===== src/sv/prf_pkg.sv =====
// Package for the polynomial root finder: widths, status codes, helpers.
// No dependencies.
`timescale 1ns / 1ps
`default_nettype none
package prf_pkg;
  localparam int unsigned COEFF_W = 16;
  localparam int unsigned DATA_W  = 32;
  localparam int unsigned CFG_IDX_W = 3;
  localparam int unsigned NUM_CF  = 6;
  // widest unsaturated scaled coefficient: 5*c5 shifted by up to 30 fraction bits
  localparam int unsigned TERM_W  = 50;

  // x/1000 as ((|x| >> 3) * ceil(2^36/125)) >> 36, exact for |x| <= 2^31
  localparam logic signed [31:0] DIV1K_MUL = 32'sd549755814;
  localparam int unsigned        DIV1K_SH  = 36;

  typedef enum logic [1:0] {
    ST_CONVERGED  = 2'd0,
    ST_LIMIT      = 2'd1,
    ST_ZERO_SLOPE = 2'd2
  } status_t;

  typedef enum logic [2:0] {
    REG_C5  = 3'd0,
    REG_C4  = 3'd1,
    REG_C3  = 3'd2,
    REG_C2  = 3'd3,
    REG_C1  = 3'd4,
    REG_C0  = 3'd5,
    REG_TOL = 3'd6,
    REG_MTH = 3'd7
  } reg_idx_t;

  // Shared unit operations
  typedef enum logic [1:0] {
    OP_MULSH = 2'd0,   // sat(floor(a*b / 2^F))
    OP_ADD   = 2'd1,   // sat(a + b)
    OP_SUB   = 2'd2,   // sat(a - b)
    OP_DIV1K = 2'd3    // a / 1000, truncated toward zero
  } alu_op_t;

  typedef struct packed {
    logic    start;
    alu_op_t op;
  } alu_ctl_t;

  function automatic logic signed [DATA_W-1:0] sat64(input logic signed [65:0] v);
    logic signed [65:0] mx;
    logic signed [65:0] mn;
    begin
      mx = 66'sd2147483647;
      mn = -66'sd2147483648;
      if (v > mx) sat64 = DATA_W'(mx);
      else if (v < mn) sat64 = DATA_W'(mn);
      else sat64 = v[DATA_W-1:0];
    end
  endfunction
endpackage
`default_nettype wire


===== src/sv/prf_if.sv =====
// Valid/ready stream interface carrying a parameterised payload.
// Depends on nothing.
`timescale 1ns / 1ps
`default_nettype none
interface prf_stream_if #(parameter int unsigned W = 32);
  logic         valid;
  logic         ready;
  logic [W-1:0] data;
  modport source (output valid, output data, input ready);
  modport sink   (input valid, input data, output ready);
endinterface
`default_nettype wire


===== src/sv/prf_alu.sv =====
// Shared arithmetic unit: saturating fixed-point multiply, add, subtract, x/1000.
// Uses prf_pkg. One 32x32 multiplier; the result is registered when start is high.
`timescale 1ns / 1ps
`default_nettype none
module prf_alu #(
  parameter int unsigned FRAC_BITS = 16
) (
  input  wire logic                                 clk,
  input  wire prf_pkg::alu_ctl_t                    ctl,
  input  wire logic signed [31:0]                   a,
  input  wire logic signed [prf_pkg::TERM_W-1:0]    b,
  output logic signed [31:0]                        y_r
);
  logic signed [32:0] amag;
  logic signed [31:0] ma, mb;
  logic signed [63:0] prod;
  logic signed [63:0] recip;
  logic signed [65:0] ext;
  logic signed [31:0] y_nxt;

  always_comb begin
    amag = a[31] ? -33'(a) : 33'(a);
    ma = a;
    mb = b[31:0];
    // reciprocal multiply for the finite-difference step
    if (ctl.op == prf_pkg::OP_DIV1K) begin
      ma = {3'b000, amag[31:3]};
      mb = prf_pkg::DIV1K_MUL;
    end
    prod  = ma * mb;
    recip = prod >>> prf_pkg::DIV1K_SH;
    ext   = '0;
    case (ctl.op)
      prf_pkg::OP_MULSH: ext = 66'(prod) >>> FRAC_BITS;  // arithmetic shift is floor
      prf_pkg::OP_ADD:   ext = 66'(a) + 66'(b);
      prf_pkg::OP_SUB:   ext = 66'(a) - 66'(b);
      prf_pkg::OP_DIV1K: ext = a[31] ? -66'(recip) : 66'(recip);
      default:           ext = '0;
    endcase
    y_nxt = prf_pkg::sat64(ext);
  end

  always_ff @(posedge clk) begin
    if (ctl.start) y_r <= y_nxt;
  end
endmodule
`default_nettype wire


===== src/sv/prf_div.sv =====
// Radix-2 restoring divider: sat(trunc(n * 2^F / d)), one quotient bit per cycle.
// Uses prf_pkg. Takes 32+FRAC_BITS steps, then pulses done with the registered quotient.
`timescale 1ns / 1ps
`default_nettype none
module prf_div #(
  parameter int unsigned FRAC_BITS = 16
) (
  input  wire logic               clk,
  input  wire logic               rst_n,
  input  wire logic               start,
  input  wire logic signed [31:0] num,
  input  wire logic signed [31:0] den,
  output logic                    done_r,
  output logic signed [31:0]      quo_r
);
  localparam int unsigned NW = 32 + FRAC_BITS;
  localparam int unsigned CW = $clog2(NW + 1);

  logic [NW-1:0]  dvd_r, dvd_nxt;
  logic [31:0]    dsr_r;
  logic [32:0]    rem_r, rem_nxt;
  logic [CW-1:0]  cnt_r;
  logic           busy_r, neg_r;
  logic [32:0]    trial;
  logic [32:0]    nmag;
  logic [NW-1:0]  anum;
  logic [31:0]    aden;
  logic signed [65:0] sq;

  always_comb begin
    nmag = num[31] ? 33'(-33'(num)) : 33'(num);
    anum = NW'(nmag) << FRAC_BITS;
    aden = den[31] ? 32'(-33'(den)) : 32'(den);
    trial   = {rem_r[31:0], dvd_r[NW-1]} - {1'b0, dsr_r};
    rem_nxt = trial[32] ? {rem_r[31:0], dvd_r[NW-1]} : trial;
    dvd_nxt = {dvd_r[NW-2:0], ~trial[32]};
    sq = neg_r ? -66'(dvd_r) : 66'(dvd_r);
  end

  always_ff @(posedge clk) begin
    if (!rst_n) begin
      busy_r <= 1'b0;
      done_r <= 1'b0;
    end else begin
      done_r <= 1'b0;
      if (start) begin
        busy_r <= 1'b1;
        cnt_r  <= CW'(NW);
        dvd_r  <= anum;
        dsr_r  <= aden;
        rem_r  <= '0;
        neg_r  <= num[31] ^ den[31];
      end else if (busy_r) begin
        if (cnt_r == '0) begin
          busy_r <= 1'b0;
          done_r <= 1'b1;
          quo_r  <= prf_pkg::sat64(sq);
        end else begin
          rem_r <= rem_nxt;
          dvd_r <= dvd_nxt;
          cnt_r <= cnt_r - 1'b1;
        end
      end
    end
  end
endmodule
`default_nettype wire


===== src/sv/polynomial_root_finder.sv =====
// Top level of the polynomial root finder: registers, sequencer, shared units.
// Uses prf_pkg, prf_stream_if, prf_alu, prf_div.
`timescale 1ns / 1ps
`default_nettype none
// Newton-Raphson root search on a degree-5 integer polynomial in signed
// Q16.16. One request is taken at a time; in_ready is low while it runs.
// Each iteration runs Horner passes on the shared multiply/add unit (a
// multiply, an add and a write-back state per step) and up to two divisions
// on the bit-serial divider, whose quotient is Q16.16 when FRAC_BITS is 16.
// A request ends on a zero slope or on convergence, else after MAX_ITER
// iterations.
module polynomial_root_finder #(
  parameter int unsigned MAX_ITER  = 26,
  parameter int unsigned FRAC_BITS = 16
) (
  input  wire logic        clk,
  input  wire logic        rst_n,
  input  wire logic        cfg_we,
  input  wire logic [2:0]  cfg_index,
  input  wire logic [15:0] cfg_wdata,
  prf_stream_if.sink       in_s,
  prf_stream_if.source     out_s
);
  localparam int unsigned IW = $clog2(MAX_ITER + 1);
  localparam int unsigned TW = prf_pkg::TERM_W;

  typedef enum logic [4:0] {
    S_IDLE, S_IT, S_H_INIT, S_H_MUL, S_H_ADD, S_H_DONE,
    S_HDIV, S_HDIVW, S_X2, S_X2W, S_DY, S_DYW, S_SDIV, S_SDIVW,
    S_QDIV, S_QDIVW, S_X1, S_X1W, S_TEST, S_OUT
  } state_t;

  typedef enum logic [1:0] {P_FX, P_DER, P_F2, P_F1} pass_t;

  logic signed [15:0] cf_r [prf_pkg::NUM_CF];
  logic [15:0] tol_r;
  logic        mth_r;

  state_t state_r;
  pass_t  pass_r;
  logic [2:0] hi_r;
  logic [IW-1:0] it_r;
  logic signed [31:0] x_r, x2_r, fx_r, s_r, acc_r, dx_r;
  logic signed [31:0] a_op;
  logic signed [TW-1:0] b_op;
  prf_pkg::alu_ctl_t ctl;
  logic signed [31:0] alu_y;
  logic div_go, div_done;
  logic signed [31:0] div_n, div_d, div_q;
  logic signed [31:0] root_r;
  logic [1:0] st_r;
  logic [4:0] itout_r;
  logic ovalid_r;
  logic signed [31:0] hx, kcur, f1abs;
  logic signed [TW-1:0] kterm;
  logic [2:0] hn;

  // coefficient of current Horner step, scaled to fixed point
  always_comb begin
    logic signed [18:0] k;
    k = 19'(cf_r[hi_r]);
    if (pass_r == P_DER) k = k * 19'(5 - hi_r);
    kterm = TW'(k) <<< FRAC_BITS;
    kcur = prf_pkg::sat64(66'(kterm));
    hn = (pass_r == P_DER) ? 3'd4 : 3'd5;
    hx = (pass_r == P_F2) ? x2_r : (pass_r == P_F1) ? root_r : x_r;
    f1abs = acc_r[31] ? prf_pkg::sat64(-66'(acc_r)) : acc_r;
  end

  always_comb begin
    ctl.start = 1'b0;
    ctl.op = prf_pkg::OP_ADD;
    a_op = acc_r;
    b_op = kterm;
    unique case (state_r)
      S_H_MUL: begin ctl.start = 1'b1; ctl.op = prf_pkg::OP_MULSH; b_op = TW'(hx); end
      S_H_ADD: begin ctl.start = 1'b1; a_op = alu_y; end
      S_HDIV:  begin ctl.start = 1'b1; ctl.op = prf_pkg::OP_DIV1K; a_op = x_r; end
      S_X2:    begin ctl.start = 1'b1; a_op = x_r; b_op = TW'(alu_y); end
      S_DY:    begin
        ctl.start = 1'b1; ctl.op = prf_pkg::OP_SUB; a_op = acc_r; b_op = TW'(fx_r);
      end
      S_X1:    begin
        ctl.start = 1'b1; ctl.op = prf_pkg::OP_SUB; a_op = x_r; b_op = TW'(div_q);
      end
      default: ;
    endcase
  end

  always_comb begin
    div_go = (state_r == S_SDIV) || (state_r == S_QDIV);
    div_n = (state_r == S_SDIV) ? acc_r : fx_r;
    div_d = (state_r == S_SDIV) ? dx_r : s_r;
  end

  prf_alu #(.FRAC_BITS(FRAC_BITS)) u_alu (
    .clk(clk), .ctl(ctl), .a(a_op), .b(b_op), .y_r(alu_y)
  );

  prf_div #(.FRAC_BITS(FRAC_BITS)) u_div (
    .clk(clk), .rst_n(rst_n), .start(div_go),
    .num(div_n), .den(div_d), .done_r(div_done), .quo_r(div_q)
  );

  assign in_s.ready  = (state_r == S_IDLE) && !ovalid_r;
  assign out_s.valid = ovalid_r;
  assign out_s.data  = {root_r, st_r, itout_r};

  always_ff @(posedge clk) begin
    if (!rst_n) begin
      for (int i = 0; i < prf_pkg::NUM_CF; i++) cf_r[i] <= '0;
      tol_r    <= 16'd66;
      mth_r    <= 1'b0;
      state_r  <= S_IDLE;
      ovalid_r <= 1'b0;
    end else begin
      if (cfg_we) begin
        if (cfg_index == prf_pkg::REG_TOL) tol_r <= cfg_wdata;
        else if (cfg_index == prf_pkg::REG_MTH) mth_r <= cfg_wdata[0];
        else if (cfg_index < 3'(prf_pkg::NUM_CF)) cf_r[cfg_index] <= cfg_wdata;
      end
      if (ovalid_r && out_s.ready) ovalid_r <= 1'b0;
      unique case (state_r)
        S_IDLE: if (in_s.valid && in_s.ready) begin
          x_r <= in_s.data;
          it_r <= '0;
          state_r <= S_IT;
        end
        S_IT: begin
          it_r <= it_r + 1'b1;
          pass_r <= P_FX;
          hi_r <= 3'd0;
          state_r <= S_H_INIT;
        end
        S_H_INIT: begin
          acc_r <= kcur;
          hi_r <= 3'd1;
          state_r <= S_H_MUL;
        end
        S_H_MUL: state_r <= S_H_ADD;
        S_H_ADD: state_r <= S_H_DONE;
        S_H_DONE: begin
          acc_r <= alu_y;
          if (hi_r == hn) begin
            unique case (pass_r)
              P_FX: begin
                fx_r <= alu_y;
                if (mth_r) state_r <= S_HDIV;
                else begin pass_r <= P_DER; hi_r <= 3'd0; state_r <= S_H_INIT; end
              end
              P_DER: begin
                s_r <= alu_y;
                state_r <= (alu_y == 0) ? S_TEST : S_QDIV;
              end
              P_F2: state_r <= S_DY;
              P_F1: state_r <= S_TEST;
              default: ;
            endcase
          end else begin
            hi_r <= hi_r + 3'd1;
            state_r <= S_H_MUL;
          end
        end
        S_HDIV: state_r <= S_HDIVW;
        S_HDIVW: state_r <= S_X2;
        S_X2: state_r <= S_X2W;
        S_X2W: begin
          x2_r <= alu_y;
          dx_r <= 32'(66'(alu_y) - 66'(x_r));
          if (alu_y == x_r) begin s_r <= '0; state_r <= S_TEST; end
          else begin pass_r <= P_F2; hi_r <= 3'd0; state_r <= S_H_INIT; end
        end
        S_DY: state_r <= S_DYW;
        S_DYW: begin acc_r <= alu_y; state_r <= S_SDIV; end
        S_SDIV: state_r <= S_SDIVW;
        S_SDIVW: if (div_done) begin
          s_r <= div_q;
          state_r <= (div_q == 0) ? S_TEST : S_QDIV;
        end
        S_QDIV: state_r <= S_QDIVW;
        S_QDIVW: if (div_done) state_r <= S_X1;
        S_X1: state_r <= S_X1W;
        S_X1W: begin
          root_r <= alu_y;
          pass_r <= P_F1; hi_r <= 3'd0; state_r <= S_H_INIT;
        end
        S_TEST: begin
          itout_r <= 5'(it_r);
          if (s_r == 0 && pass_r != P_F1) begin
            root_r <= x_r; st_r <= prf_pkg::ST_ZERO_SLOPE; state_r <= S_OUT;
          end else if (f1abs < $signed({16'd0, tol_r})) begin
            st_r <= prf_pkg::ST_CONVERGED; state_r <= S_OUT;
          end else if (32'(it_r) >= MAX_ITER) begin
            st_r <= prf_pkg::ST_LIMIT; state_r <= S_OUT;
          end else begin
            x_r <= root_r; state_r <= S_IT;
          end
        end
        S_OUT: if (!ovalid_r) begin ovalid_r <= 1'b1; state_r <= S_IDLE; end
        default: state_r <= S_IDLE;
      endcase
    end
  end
endmodule
`default_nettype wire


===== src/flat_wrapper.sv =====
// flat-port wrapper written by rule: the top's interface ports become plain ports
module polynomial_root_finder_flat 
#(
  parameter int unsigned MAX_ITER  = 26,
  parameter int unsigned FRAC_BITS = 16
)
  (clk, rst_n, cfg_we, cfg_index, cfg_wdata, in_s_valid, in_s_data, in_s_ready, out_s_valid, out_s_data, out_s_ready);
  prf_stream_if #(.W(32)) in_s_i ();
  prf_stream_if #(.W(39)) out_s_i ();
  input  wire logic clk;
  input  wire logic rst_n;
  input  wire logic cfg_we;
  input  wire logic [2:0] cfg_index;
  input  wire logic [15:0] cfg_wdata;
  input wire logic [$bits(in_s_i.valid)-1:0] in_s_valid;
  input wire logic [$bits(in_s_i.data)-1:0] in_s_data;
  output wire logic [$bits(in_s_i.ready)-1:0] in_s_ready;
  output wire logic [$bits(out_s_i.valid)-1:0] out_s_valid;
  output wire logic [$bits(out_s_i.data)-1:0] out_s_data;
  input wire logic [$bits(out_s_i.ready)-1:0] out_s_ready;
  assign in_s_i.valid = in_s_valid;
  assign in_s_i.data = in_s_data;
  assign in_s_ready = in_s_i.ready;
  assign out_s_valid = out_s_i.valid;
  assign out_s_data = out_s_i.data;
  assign out_s_i.ready = out_s_ready;
  polynomial_root_finder #(.MAX_ITER(MAX_ITER), .FRAC_BITS(FRAC_BITS)) u_core (.clk(clk), .rst_n(rst_n), .cfg_we(cfg_we), .cfg_index(cfg_index), .cfg_wdata(cfg_wdata), .in_s(in_s_i), .out_s(out_s_i));
endmodule

===== config.mk =====
export PLATFORM = sky130hd
export DESIGN_NAME = polynomial_root_finder_flat
export DESIGN_NICKNAME = d
export VERILOG_FILES = /design/src/sv/prf_pkg.sv /design/src/sv/prf_if.sv /design/src/sv/prf_alu.sv /design/src/sv/prf_div.sv /design/src/sv/polynomial_root_finder.sv /design/src/flat_wrapper.sv
export SDC_FILE = /design/constraint.sdc
export NUM_CORES = 2
export LEC_CHECK = 0
export BUFFER_PORTS_ARGS = -buffer_cell sky130_fd_sc_hd__buf_2
export CELL_PAD_IN_SITES_DETAIL_PLACEMENT = 2
export CELL_PAD_IN_SITES_GLOBAL_PLACEMENT = 2
export CORE_MARGIN = 2
export CORE_UTILIZATION = 43
export DETAILED_ROUTE_END_ITERATION = 7
export PLACE_DENSITY_LB_ADDON = 0.3
export SKIP_CTS_REPAIR_TIMING = 1
export SLEW_MARGIN = 20
export SYNTH_ARGS = -nofsm -noshare
export SYNTH_HDL_FRONTEND = slang
export SYNTH_SLANG_ARGS = --single-unit

===== constraint.sdc =====
create_clock -name clk -period 22.4 [get_ports clk]
set_input_delay 2.24 -clock clk [delete_from_list [all_inputs] [get_ports clk]]
set_output_delay 2.24 -clock clk [all_outputs]
set_load 0.02 [all_outputs]

Yosys cells after proc, flatten, opt, wreduce, memory -nomap -nowiden
Memory sizes are Yosys's and may differ from the RTL's. A register that Yosys moved wholly into a read port is not among the register bits.
Cells that the tools add are included.
W data, S select, Z words.
{"block": "word_totals", "output_inout_bits": 41, "mem_bits_rw": 96, "register_bits": 449, "word_cells": 248, "input_bits": 56, "n_memories": 1}
{"memory": "u_core.cf_r", "words": 6, "width": 16, "rd": 1, "rd_ports_with_merged_regs": 1, "wr": 6, "line_no": "polynomial_root_finder.sv:35", "rtl": "logic signed [15:0] cf_r [prf_pkg::NUM_CF];"}
{"block": "classes", "n_mul": 2, "mux": 92, "eq_ne": 47, "order_cmp": 11, "bitwise_logic": 6, "add_sub_neg": 14, "reduce_logical": 47}
{"op": "$mux W32", "n": 27}
{"op": "$pmux W66 S4", "n": 1}
{"op": "$pmux W32 S2", "n": 4}
{"op": "$pmux W50 S4", "n": 1}
{"op": "$gt A66 B32 Y1 const B", "n": 3}
{"op": "$lt A66 B32 Y1 const B", "n": 3}
{"op": "$mux W48", "n": 3}
{"op": "$mux W66", "n": 2}
{"op": "$logic_not A32 Y1", "n": 3}
{"op": "$neg A32 Y32", "n": 3}
{"op": "$pmux W32 S3", "n": 1}
{"op": "$pmux W5 S19", "n": 1}
{"op": "$neg A28 Y66", "n": 1}
{"op": "$neg A32 Y66", "n": 1}
{"op": "$neg A48 Y66", "n": 1}
{"op": "$mul A32 B32 Y64", "n": 1}
{"op": "$mux W5", "n": 12}
{"op": "$add A32 B50 Y51", "n": 1}
{"op": "$sub A32 B50 Y51", "n": 1}
{"op": "$eq A5 B4 Y1 const B", "n": 8}
{"op": "$gt A35 B32 Y1 const B", "n": 1}
{"op": "$lt A35 B32 Y1 const B", "n": 1}
{"op": "$sub A33 B32 Y33", "n": 1}
{"op": "$eq A32 B32 Y1", "n": 1}
{"op": "other kinds (52)", "n": 137}

Logic depth before layout (Yosys ltp)
{"block": "depth", "depth_word": 12, "mapped_depth": 70, "depth_no_buf": 64}

By module
From an unflattened synthesis, not the netlist that was laid out.
{"block": "hier_totals", "cells_unflattened": 9115, "area_unflattened_um2": 82462.8}
{"module": "prf_alu", "cells_each": 5774, "instances": 1, "seq_area_each_um2": 960.9, "area_per_inst_um2": 48113.6}
{"module": "polynomial_root_finder", "cells_each": 2309, "instances": 1, "seq_area_each_um2": 11601.1, "area_per_inst_um2": 23975.5}
{"module": "prf_div", "cells_each": 1032, "instances": 1, "seq_area_each_um2": 4574.4, "area_per_inst_um2": 10373.7}

Worst setup path after synthesis
No wires, ideal clock.
{"block": "synth_timing", "path_type": "register to register", "startpoint": "reg with a tool-made name", "endpoint": "reg u_core.u_alu.y_r[30], data pin", "stages_incl_launch_ff": 68, "setup_time_ns": 0.262, "slack_ns": 5.703, "t_arrival_ns": 16.435, "synth_period_minus_slack_ns": 16.697, "path_cell_list": "dfxtp_1 clkbuf_1 clkbuf_1 buf_1 mux4_2 mux2i_1 nand2_1 fa_1 fa_1 fa_1 inv_1 ha_1 inv_1 fa_1 nor2b_1 o21ai_0 a21boi_0 o21ai_0 (+32 left out) a21o_1 a221o_1 or2_1 buf_2 o311ai_2 o311ai_1 nor4_2 nand4_1 inv_1 nand2_1 ha_1 or4_1 nor3_1 nor3_1 o311ai_0 o21a_2 buf_6 a31oi_1"}
{"element": "end signal, assigned", "line_no": "prf_alu.sv:44", "rtl": "if (ctl.start) y_r <= y_nxt;"}
{"element": "end, declared", "line_no": "prf_alu.sv:12", "rtl": "output logic signed [31:0] y_r"}

==> results.json <==
{
  "fin_crit_ns": 19.36,
  "finalWirelength_mm": 374,
  "dieHeight_microns": 426,
  "cp_top_family": "adder cells",
  "fin_crit_sh": 0.864,
  "endpoint_kind": "flip-flop",
  "syn_avg_cell_area_sq_um": 9.16,
  "min-delay-start": "u_core.tol_r[12]",
  "gp_congestion": 1.01,
  "drt_iter0_drc": 7780,
  "yosysTopAreaCell": "fa_1",
  "avgViaCountPerCell": 6.27,
  "h-tree-depth": 2,
  "synth_ff_type": "edfxtp_1",
  "postRouteAntennaNets": 0,
  "rows": 154,
  "crit_buf_inv": 9,
  "drive_gt1_frac": 0.0709,
  "clock_latency_ns": 0.71,
  "finalClockSkew_ns": 0.0659,
  "rsz0062_at_grt": "no",
  "crit_arrival_ns": 19.71,
  "fp.dieW_microns": 426,
  "numPortBuffers": 96,
  "drc_errors": 0,
  "dp_hpwl_mm": 294,
  "synth-seq-area-share": 0.224,
  "path_clk_slew_ns": 0.07,
  "first_pass_iters": 8,
  "area_delta_synth_final_pct": 7.89,
  "synth_edf_count": 552,
  "fillers": 19052,
  "core_sq_um": 176000,
  "antenna_found_initial": 40,
  "ys_async_sr_fraction": 0,
  "cp.required_ns": 22.76,
  "setup_violations": 0,
  "grt_pass1_vias": 74302,
  "fin_tns_setup_ns": 0,
  "synth_cell_types": 106,
  "grt_pass1_wl_mm": 538,
  "relSlewSlack": 0.206,
  "worst_pin_slew_ns": 1.19,
  "synth_cells": 8343,
  "clock_path_buffers": 3,
  "synth_top_area_share": 0.292,
  "synthTopCellsByArea": "fa_1 (29%), edfxtp_1 (22%), inv_1 (7.0%)",
  "cts_sinks": 580,
  "grt_use_total": 0.413,
  "hold_path.class": "flip-flop to flip-flop",
  "timing.max_cap.violations": 0,
  "syn_area_sq_um": 76400,
  "cts_buffers": 60,
  "slowest_stage": "clkinv_1",
  "start_util": 0.434,
  "status": "finished clean",
  "synth_seq_cells": 580,
  "vias": 67498,
  "max_stage_delay_ns": 0.83,
  "grt_start_max_net_pins": 83,
  "yosys_warnings": 0,
  "cts_tree": "yes",
  "gr-total-overflow": 0,
  "path_class": "flip-flop to flip-flop",
  "clockRootBuffer": "clkbuf_16",
  "top_level_ports": 97,
  "drv_slew": 0,
  "clock.fmax_ghz": 0.0517,
  "num-nets-final": 9914,
  "cpMostUsedCell": "fa_1",
  "drt-wirelength-per-cell_microns": 34.7,
  "start_kind": "flip-flop",
  "hold_violations": 0,
  "dieArea_sq_um": 181000,
  "cp_max_fo": 31
}
==> worst register-to-register path: cells and delay by family, from the launching register on <==
kind / cells / cell delay (ns)
AOI/OAI and AO/OA: 14 / 4.17
xor gates and xnor gates: 1 / 0.24
adders and majority gates: 16 / 6.74
buffers and inverters: 9 / 2.34
DFF: 1 / 0.67
muxes: 2 / 1.01
and+or+nand+nor: 15 / 3.86
==> logic make-up (layout without fill, tap and decap cells) <==
logic type      after synthesis  in the layout  share of synthesized area
other cells                   1             45                  0.0000491
flops                       580            580                      0.224
buf+inv                    1827           1865                     0.0903
mux                         228            228                     0.0358
simple gates               2609           2609                      0.150
fa+ha+maj                  1496           1496                      0.354
xor+xnor                    273            273                     0.0313
compound gates             1329           1329                      0.114
==> final timing paths <==
kind                           to  slack (ns)  cells past startpoint
max          u_core.u_alu.y_r[18]        3.04                     57
min              u_core.tol_r[12]        0.46                      2
max reg2reg  u_core.u_alu.y_r[18]        3.04                     57
min reg2reg      u_core.tol_r[12]        0.46                      2
==> stage by stage <==
stage | instance area, sq um | utilization | cells | hold WS (ns) | worst slack (ns)
3_5_place_dp | 80500 | 0.457 | 10639 | 0.453 | 3.31
2_1_floorplan | 76600 | - | 8374 | 0.436 | 5.70
5_1_grt | 82400 | 0.468 | 10752 | 0.481 | 2.11
3_3_place_gp | 80500 | 0.457 | 10639 | 0.445 | 4.33
6_report | 82500 | 0.468 | 10765 | 0.456 | 3.04
4_1_cts | 82400 | 0.467 | 10751 | 0.462 | 3.16
==> routing by layer <==
layer	GRT usage	vias up	share of wire
met5	0	-	0.00037
met4	0.238	20	0.070
met3	0.0867	1077	0.094
met1	0.539	35658	0.39
met2	0.637	3585	0.45
li1	-	27158	-
==> layout by cell type, fill, tap and decap left out, drive strengths merged, types with 40 or more instances in the layout <==
| master | count |
|---|---|
| a21o | 114 |
| a21oi | 361 |
| and2 | 117 |
| and3 | 51 |
| buf | 320 |
| clkbuf | 82 |
| edfxtp | 552 |
| fa | 1116 |
| ha | 380 |
| inv | 1429 |
| mux2 | 44 |
| mux2i | 152 |
| nand2 | 1263 |
| nand2b | 40 |
| nand3 | 71 |
| nand4 | 49 |
| nor2 | 652 |
| nor2b | 60 |
| nor3 | 140 |
| nor4 | 44 |
| o21ai | 345 |
| o21bai | 41 |
| xnor2 | 167 |
| xor2 | 106 |
==> Yosys cell counts (28+ instances only) <==
library cell  number
nand2_1         1263
a22o_1            35
fa_1            1116
o211ai_1          29
nand3_1           71
clkbuf_1         338
a21o_1           114
edfxtp_1         552
o21ai_0          331
inv_1           1426
a31oi_1           35
and3_1            51
a221oi_1          28
mux4_2            32
mux2i_1          152
xnor2_1          167
mux2_2            44
nor4_1            40
nor2b_1           60
nand4_1           48
dfxtp_1           28
a222oi_1          29
or3_1             36
nor2_1           651
o31ai_1           28
a211oi_1          30
and2_1           110
nor3_1           140
nand2b_1          40
xor2_1           106
ha_1             380
o21bai_1          41
o21a_1            30
buf_1             41
a21oi_1          360
==> state kept, by name (all words and copies together), names as in the netlist, 6 cells and up, named ones only <==
register / cells
u_core.u_div.rem_r: 32
u_core.acc_r: 32
u_core.x_r: 32
u_core.s_r: 32
u_core.u_div.dsr_r: 32
u_core.u_alu.y_r: 32
u_core.u_div.dvd_r: 48
u_core.u_div.quo_r: 32
u_core.root_r: 32
u_core.u_div.cnt_r: 6
u_core.dx_r: 32
u_core.tol_r: 16
u_core.x2_r: 32
u_core.fx_r: 32
u_core.cf_r: 128
==> cell type report <==
class | count | area [sq um] | share of cell area
multi-input cells | 5967 | 52900 | 0.641
diodes | 13 | 32.5 | 0.000394
well taps | 2340 | 2930 | 0.0355
clock inverters | 30 | 292 | 0.00353
flip-flops and latches | 580 | 17100 | 0.208
inverters | 1433 | 5380 | 0.0652
repair buffers | 320 | 2190 | 0.0266
clock buffers | 82 | 1610 | 0.0195
Power is left out: the tool's default activity adds up to more than one toggle a clock period on the data nets, which glitch-free logic cannot reach.
